### src/hw/rtl/lcg_pkg.sv
// ============================================================================
// lcg_pkg: shared types and constants for the linear color gradient block
// Widths of the projection arithmetic, register map codes and the records
// that travel between the pipeline stages.
// ============================================================================
package lcg_pkg;

    localparam int COORD_BITS = 12;
    localparam int CFG_CW     = 13;
    localparam int COLOR_W    = 32;
    localparam int CH_W       = 8;
    localparam int NCH        = COLOR_W / CH_W;

    localparam int REG_CNT = 6;
    localparam int DATA_W  = 32;
    localparam int ADDR_W  = $clog2(REG_CNT) + 2;
    localparam int IDX_W   = ADDR_W - 2;

    // Pixel minus start point and end minus start point, both signed.
    localparam int DIFF_W = ((COORD_BITS + 1 > CFG_CW) ? COORD_BITS + 1 : CFG_CW) + 1;
    localparam int PROD_W = 2 * DIFF_W;
    localparam int PSUM_W = PROD_W + 1;
    // Squared segment length, bounded by the configured coordinates alone.
    localparam int LEN_W  = 2 * (CFG_CW + 1) - 1;
    localparam int NUM_W  = LEN_W + CH_W;

    localparam int DIV_STEPS = CH_W;
    localparam int BIT_W     = $clog2(CH_W);

    typedef enum logic [IDX_W-1:0] {
        REG_START_X     = IDX_W'(0),
        REG_START_Y     = IDX_W'(1),
        REG_END_X       = IDX_W'(2),
        REG_END_Y       = IDX_W'(3),
        REG_START_COLOR = IDX_W'(4),
        REG_END_COLOR   = IDX_W'(5)
    } t_reg_idx;

    typedef enum logic [1:0] {
        SEL_START,
        SEL_END,
        SEL_BLEND
    } t_sel;

    typedef struct packed {
        logic signed [CFG_CW-1:0] start_x;
        logic signed [CFG_CW-1:0] start_y;
        logic signed [CFG_CW-1:0] end_x;
        logic signed [CFG_CW-1:0] end_y;
        logic [COLOR_W-1:0]       start_color;
        logic [COLOR_W-1:0]       end_color;
    } t_cfg;

    typedef struct packed {
        logic [COORD_BITS-1:0]    x;
        logic [COORD_BITS-1:0]    y;
        logic signed [DIFF_W-1:0] ex;
        logic signed [DIFF_W-1:0] ey;
        logic signed [DIFF_W-1:0] dx;
        logic signed [DIFF_W-1:0] dy;
    } t_diff;

    typedef struct packed {
        logic [COORD_BITS-1:0]    x;
        logic [COORD_BITS-1:0]    y;
        logic signed [PROD_W-1:0] pex;
        logic signed [PROD_W-1:0] pey;
        logic [LEN_W-1:0]         ldx;
        logic [LEN_W-1:0]         ldy;
    } t_prod;

    typedef struct packed {
        logic [COORD_BITS-1:0]    x;
        logic [COORD_BITS-1:0]    y;
        logic signed [PSUM_W-1:0] p;
        logic [LEN_W-1:0]         len;
    } t_sum;

    typedef struct packed {
        logic [COORD_BITS-1:0] x;
        logic [COORD_BITS-1:0] y;
        t_sel                  sel;
        logic [LEN_W-1:0]      len;
        logic [LEN_W-1:0]      pu;
        logic [LEN_W-1:0]      lmp;
    } t_proj;

    typedef struct packed {
        logic [COORD_BITS-1:0]          x;
        logic [COORD_BITS-1:0]          y;
        t_sel                           sel;
        logic [LEN_W-1:0]               len;
        logic [NCH-1:0][NUM_W-1:0]      pa;
        logic [NCH-1:0][NUM_W-1:0]      pb;
    } t_mix;

    typedef struct packed {
        logic [COORD_BITS-1:0]          x;
        logic [COORD_BITS-1:0]          y;
        t_sel                           sel;
        logic [LEN_W-1:0]               len;
        logic [NCH-1:0][NUM_W-1:0]      rem;
        logic [NCH-1:0][CH_W-1:0]       q;
    } t_div;

    typedef struct packed {
        logic [COORD_BITS-1:0] x;
        logic [COORD_BITS-1:0] y;
        logic [COLOR_W-1:0]    color;
    } t_res;

endpackage

### src/hw/rtl/lcg_blend.sv
// ============================================================================
// lcg_blend: weighted channel sums
// Two stages: per-channel products with both weights, then their sums.
// ============================================================================
module lcg_blend (
    input  logic            i_clk,
    input  logic            i_rst_n,
    input  logic            i_en,
    input  logic            i_vld,
    input  lcg_pkg::t_proj  i_proj,
    input  lcg_pkg::t_cfg   i_cfg,
    output logic            o_vld,
    output lcg_pkg::t_div   o_div
);
    import lcg_pkg::*;

    logic r_vld5, r_vld6;
    t_mix r_s5, n_s5;
    t_div r_s6, n_s6;

    always_comb begin
        n_s5.x   = i_proj.x;
        n_s5.y   = i_proj.y;
        n_s5.sel = i_proj.sel;
        n_s5.len = i_proj.len;
        for (int c = 0; c < NCH; c++) begin
            n_s5.pa[c] = NUM_W'(i_cfg.start_color[c*CH_W +: CH_W]) * NUM_W'(i_proj.lmp);
            n_s5.pb[c] = NUM_W'(i_cfg.end_color[c*CH_W +: CH_W]) * NUM_W'(i_proj.pu);
        end
    end

    // For a blend the sum stays below 256 times the length and cannot overflow.
    always_comb begin
        n_s6.x   = r_s5.x;
        n_s6.y   = r_s5.y;
        n_s6.sel = r_s5.sel;
        n_s6.len = r_s5.len;
        n_s6.q   = '0;
        for (int c = 0; c < NCH; c++) begin
            n_s6.rem[c] = r_s5.pa[c] + r_s5.pb[c];
        end
    end

    always_ff @(posedge i_clk) begin
        if (!i_rst_n) begin
            r_vld5 <= 1'b0;
            r_vld6 <= 1'b0;
        end else if (i_en) begin
            r_vld5 <= i_vld;
            r_vld6 <= r_vld5;
        end
    end

    always_ff @(posedge i_clk) begin
        if (i_en) begin
            r_s5 <= n_s5;
            r_s6 <= n_s6;
        end
    end

    assign o_vld = r_vld6;
    assign o_div = r_s6;

endmodule

### config.mk
export PLATFORM = sky130hd
export DESIGN_NAME = lcg_blend
export DESIGN_NICKNAME = d
export VERILOG_FILES = /design/src/hw/rtl/lcg_pkg.sv /design/src/hw/rtl/lcg_blend.sv
export SDC_FILE = /design/constraint.sdc
export NUM_CORES = 2
export LEC_CHECK = 0
export BUFFER_PORTS_ARGS = -buffer_cell sky130_fd_sc_hd__buf_2
export CORE_UTILIZATION = 60
export DETAILED_ROUTE_END_ITERATION = 10
export PLACE_DENSITY = 0.79
export SYNTH_ARGS = -nofsm -noshare
export SYNTH_HDL_FRONTEND = slang
export SYNTH_SLANG_ARGS = --single-unit
### constraint.sdc
create_clock -name i_clk -period 9.1 [get_ports i_clk]
set_input_delay 0.91 -clock i_clk [delete_from_list [all_inputs] [get_ports i_clk]]
set_output_delay 0.91 -clock i_clk [all_outputs]
set_load 0.01 [all_outputs]
# After elaboration in Yosys (flattened, before gate mapping)
# Cells that the tools add are included.
op_classes:
  add_sub_neg: 4
  n_mul: 8
op_table:
  columns: ["cell", "n"]
  rows:
  - ["multiplier 8 x 27 -> 35 bit", 8]
  - ["adder 35 bit", 4]
totals:
  register_bits: 528
  output_inout_bits: 226
  elab_cells: 34

# Depth between registers and ports, before layout
logic_depth:
  depth_word: 1
  ltp_mapped: 21
  mapped_depth_nobuf: 19

# Least setup slack after synthesis
# No wires, ideal clock.
synth_timing:
  path_type: "in2reg"
  from: "in i_cfg[58] in the netlist's numbering"
  to: "reg r_s5[279] in the netlist's numbering, data pin"
  setup_time_ps: 260
  arrival_ps: 5417
  setup_slack_ps: 3422
  path_stages: 19
  n_path_buf: 1
  path_cell_list: "clkbuf_1 nand2_1 fa_1 fa_1 inv_1 fa_1 inv_1 fa_1 inv_1 ha_1 o21ai_0 nor2b_1 a21oi_2 a211oi_2 nand4b_1 a221o_1 a211o_1 a31oi_1 xnor2_1"
synth_lines:
  columns: ["item", "line_no", "text"]
  rows:
  - ["start: declaration", "lcg_blend.sv:11", "input lcg_pkg::t_cfg i_cfg,"]
  - ["end signal: assignment", "lcg_blend.sv:56", "r_s5 <= n_s5;"]
  - ["end: declaration", "lcg_blend.sv:18", "t_mix r_s5, n_s5;"]

==> impl_metrics.py <==
metrics = {
    "outcome": {
        "status": "finished, final reports clean",
    },
    "place": {
        "gp_congestion": 0.938,
        "detailedPlace.worstSlack_ns": 2.18,
        "numPortBuffers": 368,
        "post-dp-hpwl_um": 149000,
    },
    "yosys": {
        "yosysTopAreaCellShare": 0.312,
        "synth_cells": 7844,
        "synth_largest_area_cell": "sky130_fd_sc_hd__fa_1",
        "dominantRegCellSynth": "sky130_fd_sc_hd__edfxtp_1",
        "synth_edf_count": 526,
        "syn-cell-area_sq_um": 77300,
        "synthesized_area_per_cell_sq_um": 9.86,
        "ys_warn_count": 0,
        "synth_async_sr_flop_share": 0,
        "synth-seq-cells": 528,
        "cell_types_with_the_largest_area_share_after_synthesis": "sky130_fd_sc_hd__fa_1 31%, sky130_fd_sc_hd__edfxtp_1 20%, sky130_fd_sc_hd__and2_1 11%",
        "synth_seq_area_share": 0.205,
        "yosysUniqueCellTypes": 88,
    },
    "grt": {
        "maximum_number_of_pins_on_one_net_before_global_route_repair": 193,
        "global_route.usage.total": 0.311,
        "vias_in_the_first_global_route": 60400,
        "gr-total-overflow": 0,
        "antenna_found_initial": 34,
        "grt_first_pass_wirelength_um": 320000,
    },
    "timing": {
        "timing.final.crit_period_ns": 6.32,
        "clock-skew-final_ns": 0.0348,
        "timing.final.ws_setup_ns": 2.78,
        "maxSlewHeadroom": 0.266,
        "slew_viol_final": 0,
        "finalSetupViolations": 0,
        "finalHoldViolations": 0,
        "maxClockFrequency_ghz": 0.158,
        "fin_crit_sh": 0.694,
        "grt_setup_unrepaired": "no",
        "worst_slew_pin_slew_ns": 1.07,
        "finalSetupTns_ns": 0,
    },
    "detailed_routing": {
        "vias": 56500,
        "route.detailed.drc": 0,
        "wirelength_um": 196000,
        "route.detailed.vias_per_inst": 5.85,
        "firstDrtPassIters": 6,
        "detailed_router_s_first_iteration_violation_count": 4134,
        "wire_per_inst_um": 20.3,
        "final_antenna_net_count": 0,
    },
    "pwr": {
        "post-layout-total-power_w": 0.0287,
        "total_power_divided_by_cell_area_nw_per_um2": 351,
        "power.ir.vdd_worst_v": 0.000247,
        "cellLeakagePower_nw": 39.1,
    },
    "clock_tree": {
        "postCtsSetupRepairBufs": 0,
        "root_buffer": "sky130_fd_sc_hd__clkbuf_16",
        "clock_path_buffers": 3,
        "clock_tree.htree_level_count": 2,
        "cts_resized": 0,
        "hold_buffers": 0,
        "insertion_delay_ns": 0.69,
        "cts_made_buffers": 60,
        "clk_pin_slew_ns": 0.06,
        "cts_sinks": 528,
        "tritoncts": "yes",
    },
    "floorplan": {
        "die_height_um": 361,
        "placement_rows": 131,
        "number_of_primary_i_o_pins": 453,
        "floorplan.initialDensity": 0.606,
        "die_area_sq_um": 130000,
        "design.core.area_sq_um": 128000,
        "die_width_um": 361,
    },
    "layout": {
        "drive_above_1_share": 0.0638,
        "fin_nets": 9937,
        "area_growth_syn_to_layout_pct": 6.00,
    },
    "worst_setup_path": {
        "timing.critical_path.fanout_max": 32,
        "crit_arrival_ns": 6.73,
        "worst_path_largest_cell_delay_ns": 0.93,
        "required_ns": 9.51,
        "crit_path_end_kind": "register",
        "crit_path_start_kind": "primary input",
        "slowest_stage": "sky130_fd_sc_hd__a2111oi_0",
        "timing_worst_setup_path_type": "primary input to register",
        "worst_path_most_repeated_cell": "sky130_fd_sc_hd__fa_1",
        "cell_chain_of_the_critical_path": "buf_2 > nand2_1 > fa_1 > inv_1 > fa_1 > fa_1 > inv_1 > fa_1 > inv_1 > ha_1 > o21a_1 > nor2_1 > a2111oi_0 > a21oi_1 > o211ai_1 > o211ai_1 > o21ai_1 > a31oi_1 > xnor2_1",
    },
    "min_path": {
        "hold_class": "primary input to register",
    },
    "flow_run": {
        "drv_cap": 0,
    },
}
==> power breakdown <==
group          leakage [nW]  total [W]  switching, W  internal (W)
Combinational          33.0     0.0208        0.0125       0.00838
Sequential             5.16    0.00542      0.000617       0.00481
Clock                 0.970    0.00248       0.00110       0.00138
Total                  39.1     0.0287        0.0142        0.0146
==> placed cells by master, fill, tap and decap left out, drive strengths merged, types with 46 or more instances in the layout <==
master  count
nand2b     46
and2     1390
nor3       56
nor2      179
nand3      78
clkbuf     68
fa       1204
o21ai     177
ha        576
a21oi     309
nor2b      64
edfxtp    526
buf       381
o21a       52
xnor2     219
a21o      219
inv      1205
xor2      110
nand2     547
o21bai     55
==> worst max-delay path: cells and delay by family <==
family | cells | cell delay [ns]
AOI/OAI and AO/OA | 7 | 2.43
adders and majority gates | 5 | 2.24
buffers and inverters | 4 | 0.76
and+or+nand+nor | 2 | 0.24
xor gates and xnor gates | 1 | 0.13
==> logic make-up after synthesis <==
| logic type | after synthesis | share of synthesized area |
|---|---|---|
| AOI/OAI and AO/OA | 1089 | 0.0937 |
| xor gates and xnor gates | 329 | 0.0373 |
| adders and majority gates | 1780 | 0.405 |
| buffers and inverters | 1584 | 0.0785 |
| DFF | 528 | 0.205 |
| muxes | 7 | 0.000906 |
| other | 1 | 0.0000485 |
| and+or+nand+nor | 2526 | 0.180 |
==> Yosys cell counts (55+ instances only) <==
master	instances
sky130_fd_sc_hd__a21o_1	219
sky130_fd_sc_hd__a21oi_1	308
sky130_fd_sc_hd__and2_1	1390
sky130_fd_sc_hd__clkbuf_1	350
sky130_fd_sc_hd__edfxtp_1	526
sky130_fd_sc_hd__fa_1	1204
sky130_fd_sc_hd__ha_1	576
sky130_fd_sc_hd__inv_1	1195
sky130_fd_sc_hd__nand2_1	547
sky130_fd_sc_hd__nand3_1	78
sky130_fd_sc_hd__nor2_1	179
sky130_fd_sc_hd__nor2b_1	64
sky130_fd_sc_hd__nor3_1	56
sky130_fd_sc_hd__o21ai_0	96
sky130_fd_sc_hd__o21ai_1	80
sky130_fd_sc_hd__o21bai_1	55
sky130_fd_sc_hd__xnor2_1	219
sky130_fd_sc_hd__xor2_1	110
==> metrics by stage <==
stage	instances	hold WS (ns)	utilization	area, sq um
detailed placement	9530	0.405	0.626	79900
global placement	9530	0.400	0.626	79900
CTS	9644	0.344	0.642	81900
global route	9652	0.354	0.642	81900
finish	9657	0.390	0.642	82000
floorplan	7875	0.400	-	77400
==> sequential cells by signal (all words and copies together), names as in the netlist <==
name	cells
o_vld	1
n_s6	53
o_div	193
r_vld5	1
r_s5	280
==> layout make-up <==
type                    count  area, sq um
repair buffers            381         1970
flip-flops and latches    528        15800
diodes                     13         32.5
clock buffers              68         1530
well taps                1662         2080
clock inverters            46          483
inverters                1196         4490
multi-input cells        5763        55500
fillers                 10200        45700
==> routing by layer <==
| layer | GRT usage | share of wire | vias to the layer above |
|---|---|---|---|
| li1 | - | - | 25200 |
| met4 | 0.174 | 0.061 | 20 |
| met2 | 0.521 | 0.48 | 2236 |
| met1 | 0.383 | 0.38 | 28500 |
| met3 | 0.0492 | 0.072 | 502 |
| met5 | 0 | 0.00065 | - |
==> path summary, 6_finish.rpt <==
path	start	endpoint	slack, ns	depth (start not counted)
max	i_proj[32]	r_s5[69]	2.78	19
min	i_proj[87]	n_s6[205]	0.39	1
max reg2reg	r_s5[70]	o_div[132]	5.49	12
min reg2reg	n_s6[194]	o_div[194]	0.42	0
No activity file was read; power rests on OpenSTA's default activity.
