### config.mk
export PLATFORM = sky130hd
export DESIGN_NAME = lcg_geom
export DESIGN_NICKNAME = d
export VERILOG_FILES = /design/src/hw/rtl/lcg_pkg.sv /design/src/hw/rtl/lcg_geom.sv
export SDC_FILE = /design/constraint.sdc
export NUM_CORES = 2
export LEC_CHECK = 0
export ABC_CLOCK_PERIOD_IN_PS = 10600
export BUFFER_PORTS_ARGS = -buffer_cell sky130_fd_sc_hd__buf_2
export CORE_ASPECT_RATIO = 0.9
export CORE_MARGIN = 2
export CORE_UTILIZATION = 30
export CTS_CLUSTER_SIZE = 8
export DETAILED_ROUTE_END_ITERATION = 7
export HOLD_SLACK_MARGIN = 0.05
export SYNTH_ARGS = -nofsm -noshare
export SYNTH_HDL_FRONTEND = slang
export SYNTH_SLANG_ARGS = --single-unit
### constraint.sdc
create_clock -name i_clk -period 10.6 [get_ports i_clk]
set_clock_uncertainty 0.2 [all_clocks]
set_input_delay 1.59 -clock i_clk [delete_from_list [all_inputs] [get_ports i_clk]]
set_output_delay 1.59 -clock i_clk [all_outputs]
set_load 0.01 [all_outputs]
### src/hw/rtl/lcg_pkg.sv
// ============================================================================
// lcg_pkg: shared types and constants for the linear color gradient block
// Widths of the projection arithmetic, register map codes and the records
// that travel between the pipeline stages.
// ============================================================================
package lcg_pkg;

    localparam int COORD_BITS = 12;
    localparam int CFG_CW     = 13;
    localparam int COLOR_W    = 32;
    localparam int CH_W       = 8;
    localparam int NCH        = COLOR_W / CH_W;

    localparam int REG_CNT = 6;
    localparam int DATA_W  = 32;
    localparam int ADDR_W  = $clog2(REG_CNT) + 2;
    localparam int IDX_W   = ADDR_W - 2;

    // Pixel minus start point and end minus start point, both signed.
    localparam int DIFF_W = ((COORD_BITS + 1 > CFG_CW) ? COORD_BITS + 1 : CFG_CW) + 1;
    localparam int PROD_W = 2 * DIFF_W;
    localparam int PSUM_W = PROD_W + 1;
    // Squared segment length, bounded by the configured coordinates alone.
    localparam int LEN_W  = 2 * (CFG_CW + 1) - 1;
    localparam int NUM_W  = LEN_W + CH_W;

    localparam int DIV_STEPS = CH_W;
    localparam int BIT_W     = $clog2(CH_W);

    typedef enum logic [IDX_W-1:0] {
        REG_START_X     = IDX_W'(0),
        REG_START_Y     = IDX_W'(1),
        REG_END_X       = IDX_W'(2),
        REG_END_Y       = IDX_W'(3),
        REG_START_COLOR = IDX_W'(4),
        REG_END_COLOR   = IDX_W'(5)
    } t_reg_idx;

    typedef enum logic [1:0] {
        SEL_START,
        SEL_END,
        SEL_BLEND
    } t_sel;

    typedef struct packed {
        logic signed [CFG_CW-1:0] start_x;
        logic signed [CFG_CW-1:0] start_y;
        logic signed [CFG_CW-1:0] end_x;
        logic signed [CFG_CW-1:0] end_y;
        logic [COLOR_W-1:0]       start_color;
        logic [COLOR_W-1:0]       end_color;
    } t_cfg;

    typedef struct packed {
        logic [COORD_BITS-1:0]    x;
        logic [COORD_BITS-1:0]    y;
        logic signed [DIFF_W-1:0] ex;
        logic signed [DIFF_W-1:0] ey;
        logic signed [DIFF_W-1:0] dx;
        logic signed [DIFF_W-1:0] dy;
    } t_diff;

    typedef struct packed {
        logic [COORD_BITS-1:0]    x;
        logic [COORD_BITS-1:0]    y;
        logic signed [PROD_W-1:0] pex;
        logic signed [PROD_W-1:0] pey;
        logic [LEN_W-1:0]         ldx;
        logic [LEN_W-1:0]         ldy;
    } t_prod;

    typedef struct packed {
        logic [COORD_BITS-1:0]    x;
        logic [COORD_BITS-1:0]    y;
        logic signed [PSUM_W-1:0] p;
        logic [LEN_W-1:0]         len;
    } t_sum;

    typedef struct packed {
        logic [COORD_BITS-1:0] x;
        logic [COORD_BITS-1:0] y;
        t_sel                  sel;
        logic [LEN_W-1:0]      len;
        logic [LEN_W-1:0]      pu;
        logic [LEN_W-1:0]      lmp;
    } t_proj;

    typedef struct packed {
        logic [COORD_BITS-1:0]          x;
        logic [COORD_BITS-1:0]          y;
        t_sel                           sel;
        logic [LEN_W-1:0]               len;
        logic [NCH-1:0][NUM_W-1:0]      pa;
        logic [NCH-1:0][NUM_W-1:0]      pb;
    } t_mix;

    typedef struct packed {
        logic [COORD_BITS-1:0]          x;
        logic [COORD_BITS-1:0]          y;
        t_sel                           sel;
        logic [LEN_W-1:0]               len;
        logic [NCH-1:0][NUM_W-1:0]      rem;
        logic [NCH-1:0][CH_W-1:0]       q;
    } t_div;

    typedef struct packed {
        logic [COORD_BITS-1:0] x;
        logic [COORD_BITS-1:0] y;
        logic [COLOR_W-1:0]    color;
    } t_res;

endpackage

### src/hw/rtl/lcg_geom.sv
// ============================================================================
// lcg_geom: projection of the pixel onto the gradient axis
// Four stages: differences, products, dot-product sums, clamp classification.
// ============================================================================
module lcg_geom (
    input  logic                              i_clk,
    input  logic                              i_rst_n,
    input  logic                              i_en,
    input  logic                              i_vld,
    input  logic [lcg_pkg::COORD_BITS-1:0]    i_x,
    input  logic [lcg_pkg::COORD_BITS-1:0]    i_y,
    input  lcg_pkg::t_cfg                     i_cfg,
    output logic                              o_vld,
    output lcg_pkg::t_proj                    o_proj
);
    import lcg_pkg::*;

    logic  r_vld1, r_vld2, r_vld3, r_vld4;
    t_diff r_s1, n_s1;
    t_prod r_s2, n_s2;
    t_sum  r_s3, n_s3;
    t_proj r_s4, n_s4;

    logic                     w_zero;
    logic signed [PROD_W-1:0] w_sqx, w_sqy;
    logic                     w_neg, w_over;

    // Stage 1: offsets from the start point.
    always_comb begin
        n_s1.x  = i_x;
        n_s1.y  = i_y;
        n_s1.ex = $signed({{(DIFF_W-COORD_BITS){1'b0}}, i_x})
                  - DIFF_W'($signed(i_cfg.start_x));
        n_s1.ey = $signed({{(DIFF_W-COORD_BITS){1'b0}}, i_y})
                  - DIFF_W'($signed(i_cfg.start_y));
        n_s1.dx = DIFF_W'($signed(i_cfg.end_x)) - DIFF_W'($signed(i_cfg.start_x));
        n_s1.dy = DIFF_W'($signed(i_cfg.end_y)) - DIFF_W'($signed(i_cfg.start_y));
    end

    // Stage 2: one multiplier per product term.
    assign w_sqx  = PROD_W'(r_s1.dx) * PROD_W'(r_s1.dx);
    assign w_sqy  = PROD_W'(r_s1.dy) * PROD_W'(r_s1.dy);
    assign w_zero = (r_s1.dx == '0) && (r_s1.dy == '0);

    always_comb begin
        n_s2.x   = r_s1.x;
        n_s2.y   = r_s1.y;
        n_s2.pex = PROD_W'(r_s1.ex) * PROD_W'(r_s1.dx);
        n_s2.pey = PROD_W'(r_s1.ey) * PROD_W'(r_s1.dy);
        n_s2.ldx = w_sqx[LEN_W-1:0];
        n_s2.ldy = w_sqy[LEN_W-1:0];
    end

    // Stage 3: dot product and squared length.
    always_comb begin
        n_s3.x   = r_s2.x;
        n_s3.y   = r_s2.y;
        n_s3.p   = PSUM_W'(r_s2.pex) + PSUM_W'(r_s2.pey);
        n_s3.len = r_s2.ldx + r_s2.ldy;
    end

    // Stage 4: clamp decision and the two interpolation weights.
    assign w_neg  = r_s3.p[PSUM_W-1];
    assign w_over = !w_neg && (r_s3.p[PSUM_W-2:0] > (PSUM_W-1)'(r_s3.len));

    always_comb begin
        n_s4.x   = r_s3.x;
        n_s4.y   = r_s3.y;
        n_s4.len = r_s3.len;
        n_s4.pu  = r_s3.p[LEN_W-1:0];
        n_s4.lmp = r_s3.len - r_s3.p[LEN_W-1:0];
        if (w_neg) begin
            n_s4.sel = SEL_START;
        end else if (w_over) begin
            n_s4.sel = SEL_END;
        end else begin
            n_s4.sel = SEL_BLEND;
        end
    end

    always_ff @(posedge i_clk) begin
        if (!i_rst_n) begin
            r_vld1 <= 1'b0;
            r_vld2 <= 1'b0;
            r_vld3 <= 1'b0;
            r_vld4 <= 1'b0;
        end else if (i_en) begin
            r_vld1 <= i_vld;
            // Coincident points have no axis; the word is dropped here.
            r_vld2 <= r_vld1 && !w_zero;
            r_vld3 <= r_vld2;
            r_vld4 <= r_vld3;
        end
    end

    always_ff @(posedge i_clk) begin
        if (i_en) begin
            r_s1 <= n_s1;
            r_s2 <= n_s2;
            r_s3 <= n_s3;
            r_s4 <= n_s4;
        end
    end

    assign o_vld  = r_vld4;
    assign o_proj = r_s4;

endmodule

After elaboration in Yosys (flattened, before gate mapping)
Index checks and enable logic that the tools add are counted.
{"block": "op_classes", "addsub": 7, "multipliers": 4, "n_lt_le_gt_ge": 1, "n_mux": 1, "n_reduce_logical": 7}
{"operator": "$mul 14x14->28", "n": 2}
{"operator": "$sub 13x13->14", "n": 4}
{"operator": "$mul 14x14->27", "n": 2}
{"operator": "$add 28x28->29", "n": 1}
{"operator": "$gt 28x27->1", "n": 1}
{"operator": "$logic_not 14->1", "n": 2}
{"operator": "$add 27x27->27", "n": 1}
{"operator": "$sub 27x27->27", "n": 1}
{"operator": "$logic_and 1x1->1", "n": 3}
{"operator": "$logic_not 1->1", "n": 2}
{"operator": "$mux 2", "n": 1}
{"block": "totals", "register_bits": 405, "in_bits": 144, "output_inout_bits": 108, "elab_cells": 46}

Logic depth before layout (Yosys ltp)
{"block": "depth", "depth_word": 4, "mapped_depth": 26, "depth_no_buf": 24}

Least setup slack after synthesis
Ideal clock, no wire load.
{"block": "synth_timing", "path_kind": "flip-flop to flip-flop", "from": "reg r_s1[13] (netlist name)", "to": "reg r_s2[25] (netlist name) (data pin)", "setup_ns": 0.263, "arrival_time_ns": 6.147, "required_ns": 10.137, "path_slack_ns": 3.990, "stages_incl_launch_ff": 22, "path_buffers": 2, "synth_period_minus_slack_ns": 6.610, "cell_sequence": "edfxtp_1 -> clkbuf_1 -> clkbuf_1 -> nand2_1 -> fa_1 -> inv_1 -> fa_1 -> inv_1 -> fa_1 -> inv_1 -> fa_1 -> fa_1 -> inv_1 -> fa_1 -> inv_1 -> ha_1 -> and4_1 -> a221o_1 -> o21bai_1 -> a41o_1 -> o41ai_2 -> xnor2_1"}
{"item": "start, declared", "line_no": "lcg_geom.sv:19", "source": "t_diff r_s1, n_s1;"}
{"item": "start signal, assigned", "line_no": "lcg_geom.sv:98", "source": "r_s1 <= n_s1;"}
{"item": "end signal, assigned", "line_no": "lcg_geom.sv:99", "source": "r_s2 <= n_s2;"}
{"item": "end, declared", "line_no": "lcg_geom.sv:20", "source": "t_prod r_s2, n_s2;"}

==> impl_metrics.json <==
{
  "cts_tree": "done",
  "fill_cells": 15700,
  "cts.sinks": 403,
  "ys_ff_latch": 403,
  "rr_worst_depth": 21,
  "post_cts_buffers": 0,
  "ys_types": 77,
  "vias": 29800,
  "critical_path_arrival_ns": 7.21,
  "status": "finished clean",
  "worst_slew_pin_slew_ns": 0.952,
  "fin_crit_sh_pct": 66.2,
  "core_area_um2": 155000,
  "antenna_found_initial": 4,
  "wl_mm": 105,
  "wl_per_cell_um": 15.6,
  "yosysSeqAreaShare_pct": 25.9,
  "grt-ovfl-total": 0,
  "grt_usage_pct": 13.7,
  "dieArea_um2": 159000,
  "route.detailed.drc": 0,
  "final_layout_size_suffix_gt1_share_pct": 7.48,
  "post_cts_resized": 0,
  "cp.depth": 21,
  "port_buffers": 187,
  "netlist_instances": 4450,
  "start_util_pct": 30.2,
  "grt_pass1_wl_mm": 172,
  "drtPass1Iterations": 5,
  "worstHoldPathType": "flop to flop",
  "critPathRequiredTime_ns": 10.79,
  "synth.avg_cell_area_um2": 10.5,
  "synth_ff_type": "edfxtp_1",
  "dp_hpwl_mm": 82.3,
  "async_flop_share_pct": 0,
  "h-tree-depth": 2,
  "final_antenna_net_count": 0,
  "cp_slowest_stage_delay_ns": 0.73,
  "hold_depth": 0,
  "hold_violations": 0,
  "num_rows": 137,
  "period_needed_ns": 7.02,
  "numCtsBuffers": 61,
  "area_growth_pct": 11.1,
  "ys.warnings.count": 0,
  "cp_cell_sequence": "buf_4 > inv_1 > fa_1 > fa_1 > inv_1 > fa_1 > fa_1 > fa_1 > inv_1 > fa_1 > inv_1 > ha_1 > nand3_1 > nor2_1 > o311a_1 > o211ai_1 > a31oi_1 > nand4_1 > nand4b_1 > a21oi_1 > xnor2_1",
  "cpMaxStageDelayCell": "inv_1",
  "die_height_um": 378,
  "slew_violations": 0,
  "fin_tns_setup_ns": 0,
  "postCtsHoldBufs": 0,
  "critPathLaunchType": "flop",
  "initialDrtViolationCount": 1493,
  "fp.dieW_um": 420,
  "max_freq_mhz": 142,
  "path_class": "flop to flop",
  "crit_path_frequent_cell": "fa_1",
  "synth_edf_count": 399,
  "setup_violations": 0,
  "clk_path_buf_depth": 3,
  "slew_headroom_pct": 36.5,
  "crit_fanout": 22,
  "cp.buffers_inverters": 5,
  "critical_path.top_delay_family": "adder cells",
  "ios": 252,
  "cts_root_buf": "clkbuf_16",
  "syn-cell-area_um2": 46600,
  "grt_max_degree": 181,
  "cp-end-kind": "flop",
  "cap_violations": 0,
  "path_clk_slew_ns": 0.06,
  "via_per_inst": 4.44,
  "grt_pass1_vias": 31900,
  "syn-num-nets": 5744,
  "clk_latency_ns": 0.68,
  "rsz0062_at_grt": "false",
  "gp_congestion": 0.873,
  "final_nets": 5911
}
cell families after synthesis:
kind of cell | after synthesis | synth area share (%)
buf+inv | 1178 | 9.48
flops | 403 | 25.9
simple gates | 1034 | 10.8
compound gates | 451 | 6.69
mux | 8 | 0.182
fa+ha+maj | 1150 | 42.7
xor+xnor | 226 | 4.24
layout make-up:
cell class | instances | area (um2) | area share [%]
sequential | 403 | 12100 | 23.3
clock inverter | 13 | 210 | 0.406
multi-input combinational | 2869 | 30200 | 58.2
inverter | 1062 | 3990 | 7.70
clock buffer | 72 | 1570 | 3.03
timing repair buffer | 220 | 1210 | 2.33
antenna | 2 | 5.00 | 0.00966
tap | 2085 | 2610 | 5.04
stage by stage:
stage                     hold WS (ns)  util (%)  instances  setup WS [ns]  instance area (um2)
after floorplan                  0.200         -       4450           3.99                46600
after global placement           0.201      32.3       6639           3.60                50000
after detailed placement         0.205      32.3       6639           3.58                50000
after CTS                        0.163      33.5       6724           3.61                51800
after global routing             0.180      33.5       6725           3.16                51800
final                            0.178      33.5       6726           3.58                51800
cell usage in the layout, fill, tap and decap left out, types with 32 or more instances in the layout:
cell type / n
o21a_1: 32
ha_1: 412
xnor2_1: 179
buf_2: 186
xor2_1: 47
nor2b_1: 37
edfxtp_1: 399
nor3_1: 35
fa_1: 738
nor2_1: 211
inv_1: 1062
nand2_1: 351
buf_4: 32
clkbuf_16: 61
o21ai_0: 69
a21o_1: 69
a21oi_1: 126
and2_1: 275
flip-flops by register name (all words and copies together) (netlist names):
name	count
n_s2	24
n_s3	24
n_s4	78
o_proj	107
o_vld	1
r_s1	56
r_s2	108
r_s3	2
r_vld1	1
r_vld2	1
r_vld3	1
path summary, 6_finish.rpt:
kind | startpoint | endpoint | slack [ns]
max | r_s1[13] | r_s2[81] | 3.58
max reg2reg | r_s1[13] | r_s2[81] | 3.58
min reg2reg | n_s2[112] | n_s3[58] | 0.18
min | n_s2[112] | n_s3[58] | 0.18
synthesized netlist by cell type (all sizes together), types with 10 or more instances:
master  count  area (um2)
a31oi      10        68.8
o21a       32         240
nor4       10        68.8
and3       13        81.3
nand2     351        1320
a211oi     13         118
o21ai      80         415
o21bai     25         188
a21boi     18         135
nand3      31         160
nor2      211         792
xor2       47         412
clkbuf    112         420
nand2b     28         175
xnor2     179        1570
and2      275        1720
ha        412        5150
nand4      11        68.8
a21oi     132         683
or2        10        62.6
o41ai      10         151
nor3       37         195
edfxtp    399       12000
a21o       69         518
fa        738       14800
inv      1062        3990
nor2b      37         231
metal layers:
layer / up-vias / track usage [%] / routed length (um)
met4: 4 / 3.27 / 2180
li1: 14200 / - / -
met2: 587 / 22.2 / 47500
met5: - / 0 / 16
met1: 14900 / 19.3 / 50700
met3: 121 / 1.90 / 4870
Power is not shown: default switching activity piles up to over one toggle a cycle in this logic, so the estimate is an artifact.
