===== src/hw/rtl/lcg_pkg.sv =====
// ============================================================================
// lcg_pkg: shared types and constants for the linear color gradient block
// Widths of the projection arithmetic, register map codes and the records
// that travel between the pipeline stages.
// ============================================================================
package lcg_pkg;

    localparam int COORD_BITS = 12;
    localparam int CFG_CW     = 13;
    localparam int COLOR_W    = 32;
    localparam int CH_W       = 8;
    localparam int NCH        = COLOR_W / CH_W;

    localparam int REG_CNT = 6;
    localparam int DATA_W  = 32;
    localparam int ADDR_W  = $clog2(REG_CNT) + 2;
    localparam int IDX_W   = ADDR_W - 2;

    // Pixel minus start point and end minus start point, both signed.
    localparam int DIFF_W = ((COORD_BITS + 1 > CFG_CW) ? COORD_BITS + 1 : CFG_CW) + 1;
    localparam int PROD_W = 2 * DIFF_W;
    localparam int PSUM_W = PROD_W + 1;
    // Squared segment length, bounded by the configured coordinates alone.
    localparam int LEN_W  = 2 * (CFG_CW + 1) - 1;
    localparam int NUM_W  = LEN_W + CH_W;

    localparam int DIV_STEPS = CH_W;
    localparam int BIT_W     = $clog2(CH_W);

    typedef enum logic [IDX_W-1:0] {
        REG_START_X     = IDX_W'(0),
        REG_START_Y     = IDX_W'(1),
        REG_END_X       = IDX_W'(2),
        REG_END_Y       = IDX_W'(3),
        REG_START_COLOR = IDX_W'(4),
        REG_END_COLOR   = IDX_W'(5)
    } t_reg_idx;

    typedef enum logic [1:0] {
        SEL_START,
        SEL_END,
        SEL_BLEND
    } t_sel;

    typedef struct packed {
        logic signed [CFG_CW-1:0] start_x;
        logic signed [CFG_CW-1:0] start_y;
        logic signed [CFG_CW-1:0] end_x;
        logic signed [CFG_CW-1:0] end_y;
        logic [COLOR_W-1:0]       start_color;
        logic [COLOR_W-1:0]       end_color;
    } t_cfg;

    typedef struct packed {
        logic [COORD_BITS-1:0]    x;
        logic [COORD_BITS-1:0]    y;
        logic signed [DIFF_W-1:0] ex;
        logic signed [DIFF_W-1:0] ey;
        logic signed [DIFF_W-1:0] dx;
        logic signed [DIFF_W-1:0] dy;
    } t_diff;

    typedef struct packed {
        logic [COORD_BITS-1:0]    x;
        logic [COORD_BITS-1:0]    y;
        logic signed [PROD_W-1:0] pex;
        logic signed [PROD_W-1:0] pey;
        logic [LEN_W-1:0]         ldx;
        logic [LEN_W-1:0]         ldy;
    } t_prod;

    typedef struct packed {
        logic [COORD_BITS-1:0]    x;
        logic [COORD_BITS-1:0]    y;
        logic signed [PSUM_W-1:0] p;
        logic [LEN_W-1:0]         len;
    } t_sum;

    typedef struct packed {
        logic [COORD_BITS-1:0] x;
        logic [COORD_BITS-1:0] y;
        t_sel                  sel;
        logic [LEN_W-1:0]      len;
        logic [LEN_W-1:0]      pu;
        logic [LEN_W-1:0]      lmp;
    } t_proj;

    typedef struct packed {
        logic [COORD_BITS-1:0]          x;
        logic [COORD_BITS-1:0]          y;
        t_sel                           sel;
        logic [LEN_W-1:0]               len;
        logic [NCH-1:0][NUM_W-1:0]      pa;
        logic [NCH-1:0][NUM_W-1:0]      pb;
    } t_mix;

    typedef struct packed {
        logic [COORD_BITS-1:0]          x;
        logic [COORD_BITS-1:0]          y;
        t_sel                           sel;
        logic [LEN_W-1:0]               len;
        logic [NCH-1:0][NUM_W-1:0]      rem;
        logic [NCH-1:0][CH_W-1:0]       q;
    } t_div;

    typedef struct packed {
        logic [COORD_BITS-1:0] x;
        logic [COORD_BITS-1:0] y;
        logic [COLOR_W-1:0]    color;
    } t_res;

endpackage


===== src/hw/rtl/lcg_apb_regs.sv =====
// ============================================================================
// lcg_apb_regs: configuration register file
// Holds the two gradient points and their colors, written and read over APB.
// ============================================================================
module lcg_apb_regs (
    input  logic                          i_clk,
    input  logic                          i_rst_n,
    input  logic                          i_psel,
    input  logic                          i_penable,
    input  logic                          i_pwrite,
    input  logic [lcg_pkg::ADDR_W-1:0]    i_paddr,
    input  logic [lcg_pkg::DATA_W-1:0]    i_pwdata,
    output logic [lcg_pkg::DATA_W-1:0]    o_prdata,
    output lcg_pkg::t_cfg                 o_cfg
);
    import lcg_pkg::*;

    t_cfg     r_cfg;
    t_reg_idx w_idx;
    logic     w_wr;

    assign w_idx = t_reg_idx'(i_paddr[ADDR_W-1:2]);
    assign w_wr  = i_psel && i_penable && i_pwrite;

    always_ff @(posedge i_clk) begin
        if (!i_rst_n) begin
            r_cfg <= '0;
        end else if (w_wr) begin
            unique case (w_idx)
                REG_START_X:     r_cfg.start_x     <= i_pwdata[CFG_CW-1:0];
                REG_START_Y:     r_cfg.start_y     <= i_pwdata[CFG_CW-1:0];
                REG_END_X:       r_cfg.end_x       <= i_pwdata[CFG_CW-1:0];
                REG_END_Y:       r_cfg.end_y       <= i_pwdata[CFG_CW-1:0];
                REG_START_COLOR: r_cfg.start_color <= i_pwdata[COLOR_W-1:0];
                REG_END_COLOR:   r_cfg.end_color   <= i_pwdata[COLOR_W-1:0];
                default: ;
            endcase
        end
    end

    always_comb begin
        unique case (w_idx)
            REG_START_X:     o_prdata = {{(DATA_W-CFG_CW){1'b0}}, r_cfg.start_x};
            REG_START_Y:     o_prdata = {{(DATA_W-CFG_CW){1'b0}}, r_cfg.start_y};
            REG_END_X:       o_prdata = {{(DATA_W-CFG_CW){1'b0}}, r_cfg.end_x};
            REG_END_Y:       o_prdata = {{(DATA_W-CFG_CW){1'b0}}, r_cfg.end_y};
            REG_START_COLOR: o_prdata = DATA_W'(r_cfg.start_color);
            REG_END_COLOR:   o_prdata = DATA_W'(r_cfg.end_color);
            default:         o_prdata = '0;
        endcase
    end

    assign o_cfg = r_cfg;

endmodule


===== config.mk =====
export PLATFORM = sky130hd
export DESIGN_NAME = lcg_apb_regs
export DESIGN_NICKNAME = d
export VERILOG_FILES = /design/src/hw/rtl/lcg_pkg.sv /design/src/hw/rtl/lcg_apb_regs.sv
export SDC_FILE = /design/constraint.sdc
export NUM_CORES = 1
export LEC_CHECK = 0
export BUFFER_PORTS_ARGS = -buffer_cell sky130_fd_sc_hd__buf_4
export CAP_MARGIN = 25
export CORE_ASPECT_RATIO = 1.2
export CORE_MARGIN = 3
export CORE_UTILIZATION = 53
export CTS_CLUSTER_DIAMETER = 40
export DETAILED_ROUTE_END_ITERATION = 6
export MAX_ROUTING_LAYER = met4
export PLACE_DENSITY = 0.85
export SYNTH_ARGS = -nofsm -noshare
export SYNTH_HDL_FRONTEND = slang
export SYNTH_SLANG_ARGS = --single-unit

===== constraint.sdc =====
create_clock -name i_clk -period 3.6 [get_ports i_clk]
set_clock_uncertainty 0.15 [all_clocks]
set_input_delay 0.18 -clock i_clk [delete_from_list [all_inputs] [get_ports i_clk]]
set_output_delay 0.18 -clock i_clk [all_outputs]
set_load 0.02 [all_outputs]

; Word-level counts from Yosys, hierarchy flattened
; Index checks and enable logic that the tools add are counted.
[classes]
n_eq_ne = 5
n_mux = 1
reduce_logical = 9
[ops]
columns = op, count
row1 = $pmux 32 s6, 1
row2 = $reduce_and 2->1, 6
row3 = $eq 3x2->1 const B, 2
row4 = $eq 3x3->1 const B, 2
row5 = $eq 3x1->1 const B, 1
row6 = $logic_not 3->1, 1
row7 = $logic_and 1x1->1, 2
[totals]
reg_bits = 116
inputBits = 42
out_inout_bits = 148
word_cells = 21

; Longest topological paths before layout
; Gate-level depths: netlist of run 1.
[logic_depth]
ltp_word = 3
mapped_depth = 6
mapped_depth_nobuf = 3

; Worst setup path before layout of run 1
; Ideal clock, no wire load.
[synth_timing]
path_kind = input to output
start = input i_paddr[2] (netlist name)
end = output o_prdata[4] (netlist name)
arrival_time_ns = 1.526
required_ns = 3.270
setup_slack_ns = 1.744
path_stages = 4
n_path_buf = 2
path_cell_list = buf_2 -> buf_2 -> inv_1 -> o311ai_0
[synth_between]
elab_chain_cells = 2
elab_cells_between_ends = 7
classes_between = 5 x eq/ne / 1 x mux / 1 x reduce/logical
[synth_rtl]
columns = element, line_no
row1 = start: declaration, lcg_apb_regs.sv:11  ; input logic [lcg_pkg::ADDR_W-1:0] i_paddr,
row2 = $eq 3x3->1 (tied with other cells), lcg_apb_regs.sv:42  ; unique case (w_idx)
row3 = $pmux 32 s6 *, lcg_apb_regs.sv:42
row4 = end: declaration, lcg_apb_regs.sv:13  ; output logic [lcg_pkg::DATA_W-1:0] o_prdata,
; Every way passes the cells marked *; elsewhere a longest branch is shown, timed or not.

; Worst setup path in the final report of run 1
[layout_timing]
start = input i_paddr[2] (netlist name)
end = output o_prdata[12] (netlist name)
; The elaborated chain is that of the path after synthesis.

==> impl_metrics.tcl, run 1 <==
set metrics [dict create \
    outcome "finished, final reports clean" \
    hold_end "o_cfg[22]$_SDFFE_PN0P_" \
    antenna_found_initial 0 \
    area.growth.synth_to_final_pct 44.87 \
    clock_sinks 116 \
    rows 38 \
    h-tree-depth 4 \
    slew_violations 0 \
    tightest_slew_ns 0.9249 \
    hold_ws_ns 0.09866 \
    synth_area_um2 5172 \
    root_buffer "clkbuf_8" \
    ff2ff_path_depth 2 \
    combPwrFrac 0.078 \
    synth_fp_nets 579 \
    die_area_um2 10990 \
    syn_inst 537 \
    start_util 0.5579 \
    worstSetupPathType "in -> out" \
    drive_gt1_frac 0.3147 \
    setup_violations 0 \
    cp_cell_sequence "buf_4 > nor2_1 > a22oi_1 > o21ai_0 > buf_4" \
    whs_path_depth 3 \
    wl_per_cell_um 18.38 \
    dp.final_hpwl_um 10220 \
    viasPerCell 5.513 \
    critical_path.top_delay_family "simple AND/OR/NAND/NOR gates" \
    grt_overflow 0 \
    clkPwrFrac 0.483 \
    power.leakage_nw 3.232 \
    r2r-start "o_cfg[98]$_SDFFE_PN0P_" \
    nets 785 \
    final_antenna_net_count 0 \
    nFillCells 556 \
    swShare 0.2257 \
    endpoint_kind "output port" \
    drt_iter0_drc 235 \
    maxCapViolCount 0 \
    finalCritPeriodShare 0.6712 \
    max_freq_mhz 413.8 \
    cp_slowest_stage_delay_ns 0.80 \
    port_buffers 187 \
    layout_min_cycle_time_ns 2.416 \
    cp_max_fo 53 \
    synth_area_per_cell_um2 9.632 \
    setup-tns-final_ns 0 \
    place_congestion 0.7828 \
    ys_ff_latch 116 \
    required_ns 3.27 \
    power_density_nw_per_um2 395.9 \
    ys_types 25 \
    ff2ff_setup_slack_ns 2.73 \
    globalRouteTotalUtil 0.3044 \
    crit_buf_inv 2 \
    layout_commonest_cell "buf_4" \
    grt_setup_unrepaired "no" \
    ir_drop_v 0.0002865 \
    p_switching_w 0.0006696 \
    critical-path-slowest-cell "nor2_1" \
    cts_buffers 17 \
    die_x_um 96.18 \
    via_count 4813 \
    die_h_um 114.2 \
    cts_buffer_depth 2 \
    synth_top_area_share 0.4490 \
    grt_pass1_wl_um 24930 \
    clk_latency_ns 0.49 \
    final_cell_mix "buf_4 (190), mux2i_1 (155), nand2_1 (148)" \
    synth-seq-area-share 0.4490 \
    hold_viol_final 0 \
    yosys-top-cells-area "dfxtp_1 (45%), mux2i_1 (30%), nand2_1 (11%)" \
    core_um2 9271 \
    grt_max_degree 65 \
    drc 0 \
    crit_top_cell "buf_4" \
    clkTransAtPathRegs_ns 0.06 \
    firstDrtPassIters 7 \
    hp-start "i_rst_n" \
    ios 190 \
    cts_tree "built" \
    largest_reg_flops 116 \
    synth_warnings 0 \
    relSlewSlack 0.3834 \
    start_kind "input port" \
    holdCritPathClass "in -> reg" \
    synth_top_area_cell "dfxtp_1" \
    pwr-share-seq 0.439 \
    crit_arrival_ns 2.09 \
    grt_pass1_vias 4928 \
    drt-total-wl_um 16050 \
    antenna_cells 0 \
    rr_endpoint "o_cfg[98]$_SDFFE_PN0P_" \
    p_int_w 0.002297 \
]
-- logic make-up (layout without fill, tap and decap cells) --
family | count (synthesis) | count (layout) | share of synthesized area
AND/OR/NAND/NOR | 185 | 185 | 0.1466
multiplexers | 164 | 164 | 0.3217
flip-flops | 116 | 116 | 0.4490
AO/OA/AOI/OAI | 30 | 30 | 0.04185
buffers and inverters | 42 | 258 | 0.04088
-- how the worst max path moves through the flow --
stage	startpoint	endpoint	slack (ns)	depth (start not counted)
after floorplan	i_paddr[2]	o_prdata[4]	1.74	4
after global placement	i_paddr[2]	o_cfg[26]$_SDFFE_PN0P_	1.10	5
after detailed placement	i_paddr[2]	o_cfg[31]$_SDFFE_PN0P_	0.98	5
after CTS	i_paddr[2]	o_prdata[11]	1.19	5
after global routing	i_paddr[2]	o_prdata[11]	1.11	5
final	i_paddr[2]	o_prdata[12]	1.18	5
-- power by group through the flow --
stage	clock network [W]	registers, W	logic, W
after floorplan	0	0.00134	0.000103
after global placement	0	0.00133	0.000193
after detailed placement	0	0.00133	0.000199
after CTS	0.00145	0.00130	0.000227
after global routing	0.00151	0.00130	0.000247
final	0.00143	0.00130	0.000231
-- layout make-up --
| cell class | instances | area (µm²) | share of cell area |
|---|---|---|---|
| clock buffer | 24 | 480.5 | 0.06412 |
| clock inverter | 5 | 27.53 | 0.003673 |
| inverter | 1 | 3.754 | 0.0005009 |
| multi-input combinational | 379 | 2668 | 0.3560 |
| sequential | 116 | 2322 | 0.3099 |
| tap | 120 | 150.1 | 0.02004 |
| timing repair buffer | 228 | 1842 | 0.2458 |
-- Yosys cell counts --
| library cell | count |
|---|---|
| nor2_1 | 24 |
| a2bb2oi_1 | 8 |
| o311ai_0 | 1 |
| nand2_1 | 148 |
| buf_4 | 9 |
| nand2b_1 | 3 |
| nand4_1 | 1 |
| inv_1 | 1 |
| mux2i_1 | 155 |
| and4b_1 | 1 |
| mux2_2 | 8 |
| mux4_2 | 1 |
| o221ai_1 | 3 |
| clkbuf_1 | 20 |
| a22oi_1 | 8 |
| o21ai_0 | 9 |
| a31oi_1 | 1 |
| or3_1 | 5 |
| buf_2 | 10 |
| nor3_2 | 1 |
| nand4b_4 | 1 |
| nor3b_2 | 1 |
| dfxtp_1 | 116 |
| buf_1 | 1 |
| buf_6 | 1 |
-- per-layer routing --
layer / global-route usage / vias to the layer above / share of wire
li1: - / 2252 / -
met1: 0.3492 / 2335 / 0.39
met2: 0.5205 / 207 / 0.52
met3: 0.07232 / 19 / 0.077
met4: 0.09203 / 0 / 0.011
met5: - / - / 0
-- metrics by stage --
step | power (W) | utilization | setup WS, ns | std cells | instance area, µm²
floorplan | 0.001443 | - | 1.744 | 537 | 5172
global placement | 0.001522 | 0.7151 | 1.095 | 809 | 6630
detailed placement | 0.001528 | 0.7151 | 0.9796 | 809 | 6630
CTS | 0.002976 | 0.8045 | 1.185 | 870 | 7458
global route | 0.003064 | 0.8082 | 1.115 | 873 | 7493
finish | 0.002967 | 0.8082 | 1.184 | 873 | 7493
-- tightest hold or removal path, stage by stage --
cell	delay (ns)
buf_4	0.31
nand2_1	0.15
mux2i_1	0.05
-- timing repair --
item / in CTS / in global routing
hold endpoints to repair: 116 / 1
hold buffers: 32 / 2
resized for setup: 0 / 0
setup buffers: 0 / 0
No activity file was read; power rests on OpenSTA's default activity.
==> run 2, diff against run 1 <==
- CORE_UTILIZATION: 53 -> 45
- PLACE_DENSITY: 0.85 -> 0.77
- clock period: 3.6 -> 2 ns (I/O delays scaled with it)
==> run 2 against run 1 <==
Effect of this change: wire length fell by 2.4%; critical endpoint is now o_prdata[0]; global-route usage down 5.3 points; highest routed layer unchanged; cell area is 3.3% higher.
==> impl_metrics.tcl, run 2 (synthesis results as in run 1) <==
set metrics [dict create \
    outcome "finished, final reports clean" \
    crit_arrival_ns 1.55 \
    drt-total-wl_um 15660 \
    power_density_nw_per_um2 732.8 \
    antenna_found_initial 0 \
    clk_latency_ns 0.40 \
    grt_overflow 0 \
    setup-tns-final_ns 0 \
    finalCritPeriodShare 0.8979 \
    final_cell_mix "buf_4 (205), mux2i_1 (155), nand2_1 (148)" \
    ir_drop_v 0.0005191 \
    area.growth.synth_to_final_pct 49.71 \
    seqCellArea_um2 2322 \
    firstDrtPassIters 4 \
    ios 190 \
    die_h_um 123.4 \
    start_util 0.4643 \
    place_congestion 0.8176 \
    nFillCells 881 \
    hold_viol_final 0 \
    cp_max_fo 3 \
    cts_buffer_depth 2 \
    relSlewSlack 0.7652 \
    grt_setup_unrepaired "no" \
    h-tree-depth 4 \
    rows 42 \
    die_area_um2 12820 \
    start_kind "register" \
    maxCapViolCount 0 \
    drive_gt1_frac 0.3333 \
    core_um2 11140 \
    via_count 4715 \
    tightest_slew_ns 0.3511 \
    port_buffers 187 \
    top_usage_layer "met2" \
    nets 801 \
    worstSetupPathType "reg -> out" \
    root_buffer "clkbuf_16" \
    globalRouteTotalUtil 0.2516 \
    endpoint_kind "output port" \
    die_x_um 103.9 \
    met2_usage 0.4252 \
    power.leakage_nw 3.343 \
    grt_pass1_vias 4790 \
    slew_violations 0 \
    grt_max_degree 82 \
    drt_iter0_drc 192 \
    viasPerCell 5.097 \
    wl_per_cell_um 16.93 \
    max_freq_mhz 556.9 \
    cts_tree "built" \
    dp.final_hpwl_um 10640 \
    grt_util_met3 0.06893 \
    drc 0 \
    stdcell_count 925 \
    holdCritPathClass "in -> reg" \
    post-cts-setup-buffers 0 \
    layout_commonest_cell "buf_4" \
    setup_violations 0 \
    clkTransAtPathRegs_ns 0.05 \
    dp_cells 861 \
    required_ns 1.75 \
    largest_reg_flops 116 \
    grt_pass1_wl_um 24890 \
    cts_buffers 17 \
    clock_sinks 116 \
    antenna_cells 0 \
    layout_min_cycle_time_ns 1.796 \
    multi_input_area_um2 2668 \
    final_antenna_net_count 0 \
    gr-usage-met1 0.2965 \
]
run 2: cell count changes in the layout (fill, tap and decap cells not counted), sizes merged:
cell and change:
clkinv +1, bufinv +2, clkbuf -3, buf +17
dlygate4sd3 -1, clkinvlp +2
run 2: final cells by class:
class / instances / area share
clock buffers: 21 / 0.05946
inverters: 1 / 0.0004847
flip-flops and latches: 116 / 0.2999
clock inverters: 10 / 0.01390
multi-input cells: 379 / 0.3445
well taps: 154 / 0.02488
repair buffers: 244 / 0.2569
run 2: timing repair:
action / 4_1_cts / 5_1_grt
hold buffers: 33 / 0
gates resized for setup: 0 / 0
endpoints found under the hold margin: 113 / 0
run 2: critical path: stages (launching register included):
cell	delay, ns
dfxtp_1	0.35
mux4_2	0.46
nand2b_1	0.09
o21ai_0	0.08
buf_4	0.17
run 2: metrics by stage:
| step | util | setup slack, ns | power, W | hold slack (ns) | cell area (µm²) |
|---|---|---|---|---|---|
| after global routing | 0.6951 | 0.1408 | 0.005849 | 0.06658 | 7744 |
| after CTS | 0.6951 | 0.1840 | 0.005707 | 0.04411 | 7744 |
| after floorplan | - | 0.3040 | 0.002597 | 0.1146 | 5172 |
| after detailed placement | 0.6144 | 0.2434 | 0.002769 | 0.2443 | 6845 |
| after global placement | 0.6144 | 0.3270 | 0.002762 | 0.2256 | 6845 |
| final | 0.6951 | 0.2042 | 0.005674 | 0.06774 | 7744 |
run 2: where the power goes:
group / switching, W / leakage, nW / internal [W]
Clock: 0.00102 / 0.274 / 0.00188
Combinational: 0.000232 / 2.13 / 0.000199
Sequential: 0.0000149 / 0.935 / 0.00233
run 2: final timing paths:
| kind | from | end | slack, ns | depth (start not counted) |
|---|---|---|---|---|
| worst max-delay path | o_cfg[103]$_SDFFE_PN0P_ | o_prdata[0] | 0.20 | 4 |
| worst min-delay path | i_paddr[4] | o_cfg[100]$_SDFFE_PN0P_ | 0.07 | 3 |
| worst max register to register | o_cfg[107]$_SDFFE_PN0P_ | o_cfg[107]$_SDFFE_PN0P_ | 1.18 | 2 |
| worst min register to register | o_cfg[40]$_SDFFE_PN0P_ | o_cfg[40]$_SDFFE_PN0P_ | 0.32 | 2 |
run 2: metal layers:
metal  routed length [µm]  part of all wire
met5                    0                 0
met1                 6705              0.43
met3                 1021             0.065
met2                 7810              0.50
met4                  123            0.0079
==> run 3, diff against run 2 <==
- SETUP_SLACK_MARGIN: default -> 0.4
==> run 3 against run 2 <==
Effect of this change: wire length increased by 3.3%; sequential power barely moved; first-iteration DRC count rose by 6.8%; cell area is 4.3% higher; die area unchanged.
==> impl_metrics.tcl, run 3 (synthesis results as in run 1) <==
set metrics [dict create \
    antenna_found_initial 0 \
    antenna_cells 0 \
    drive_gt1_frac 0.4046 \
    cts_buffers 17 \
    clkTransAtPathRegs_ns 0.05 \
    viasPerCell 5.182 \
    maxCapViolCount 0 \
    slew_violations 0 \
    startpoint "o_cfg[90]$_SDFFE_PN0P_" \
    utilization 0.7250 \
    clkPwrFrac 0.542 \
    dp.final_hpwl_um 11040 \
    combPwrFrac 0.073 \
    worstSetupPathType "reg -> out" \
    wl_per_cell_um 17.11 \
    relSlewSlack 0.7526 \
    port_buffers 187 \
    area.growth.synth_to_final_pct 56.14 \
    core_um2 11140 \
    ios 190 \
    outcome "finished, final reports clean" \
    start_util 0.4643 \
    endpoint_kind "output port" \
    rows 42 \
    h-tree-depth 4 \
    final_antenna_net_count 0 \
    start_kind "register" \
    largest_reg_flops 116 \
    firstDrtPassIters 5 \
    drc 0 \
    required_ns 1.75 \
    grt_overflow 0 \
    r2r-start "o_cfg[69]$_SDFFE_PN0P_" \
    p_switching_w 0.001279 \
    grt_pass1_vias 5089 \
    crit_arrival_ns 1.49 \
    root_buffer "clkbuf_16" \
    cts_buffer_depth 2 \
    layout_min_cycle_time_ns 1.737 \
    die_h_um 123.4 \
    via_count 4897 \
    nFillCells 803 \
    power.leakage_nw 3.520 \
    clk_latency_ns 0.39 \
    globalRouteTotalUtil 0.2567 \
    grt_setup_unrepaired "yes" \
    die_area_um2 12820 \
    clock_sinks 116 \
    max_freq_mhz 575.6 \
    drt_iter0_drc 205 \
    p_int_w 0.004811 \
    cp_max_fo 2 \
    setup_violations 0 \
    grt_max_degree 79 \
    setup-tns-final_ns 0 \
    finalCritPeriodShare 0.8687 \
    tightest_slew_ns 0.3711 \
    hold_viol_final 0 \
    ir_drop_v 0.0005196 \
    layout_commonest_cell "buf_4" \
    power_density_nw_per_um2 754.1 \
    die_x_um 103.9 \
    place_congestion 0.8239 \
    cts_tree "built" \
    hold_ws_ns 0.1330 \
    drt-total-wl_um 16170 \
    nets 821 \
    swShare 0.2101 \
    holdCritPathClass "in -> reg" \
    grt_pass1_wl_um 25700 \
    hp-start "i_paddr[3]" \
    pwr-share-seq 0.385 \
    final_cell_mix "buf_4 (224), mux2i_1 (154), nand2_1 (148)" \
]
run 3: path summary, 6_finish.rpt:
| path | end | slack (ns) | depth (start not counted) |
|---|---|---|---|
| max | o_prdata[0] | 0.26 | 4 |
| min | o_cfg[102]$_SDFFE_PN0P_ | 0.13 | 4 |
| max reg2reg | o_cfg[69]$_SDFFE_PN0P_ | 1.16 | 3 |
| min reg2reg | o_cfg[73]$_SDFFE_PN0P_ | 0.32 | 2 |
run 3: timing repair:
item                                    in CTS  in global routing
hold endpoints to repair                   110                  0
buffers inserted                            16                  2
resized for setup                           39                 11
pin swaps                                    4                  4
hold buffers                                34                  0
endpoints found under the setup margin      27                 29
run 3: power by group through the flow:
stage,clock network (W),logic (W),registers (W)
2_1_floorplan,0,0.000187,0.00241
4_1_cts,0.00333,0.000438,0.00234
5_1_grt,0.00343,0.000477,0.00235
6_report,0.00330,0.000447,0.00235
3_5_place_dp,0,0.000374,0.00239
3_3_place_gp,0,0.000367,0.00239
run 3: final cells by class:
| type | instances | area, µm² | area share |
|---|---|---|---|
| Inverter | 1 | 3.754 | 0.0004648 |
| Clock inverter | 8 | 145.1 | 0.01797 |
| Timing Repair Buffer | 264 | 2127 | 0.2634 |
| Clock buffer | 23 | 508.0 | 0.06290 |
| Multi-Input combinational cell | 379 | 2741 | 0.3394 |
| Tap cell | 154 | 192.7 | 0.02386 |
| Sequential cell | 116 | 2359 | 0.2920 |
run 3: worst max-delay path, stage by stage, from the launching register on:
cell	delay (ns)
dfxtp_2	0.32
mux4_2	0.45
nand2b_1	0.09
o21ai_1	0.07
buf_4	0.16
run 3: per-stage QoR:
stage	power [W]	setup slack [ns]	instances	cell area, µm²
floorplan	0.002598	0.4502	537	5172
global placement	0.002759	0.3499	862	6815
detailed placement	0.002767	0.3341	862	6815
CTS	0.006114	0.2549	943	8014
global route	0.006252	0.2042	945	8077
finish	0.006090	0.2626	945	8077
run 3: layer usage:
metal  global-route usage  share of wire  up-vias  wire length (µm)
met3              0.07258          0.071       28              1147
met5                    -              0        -                 0
li1                     -              -     2319                 -
met4              0.09476          0.018        0               298
met1               0.2907           0.41     2335              6699
met2               0.4370           0.50      215              8027
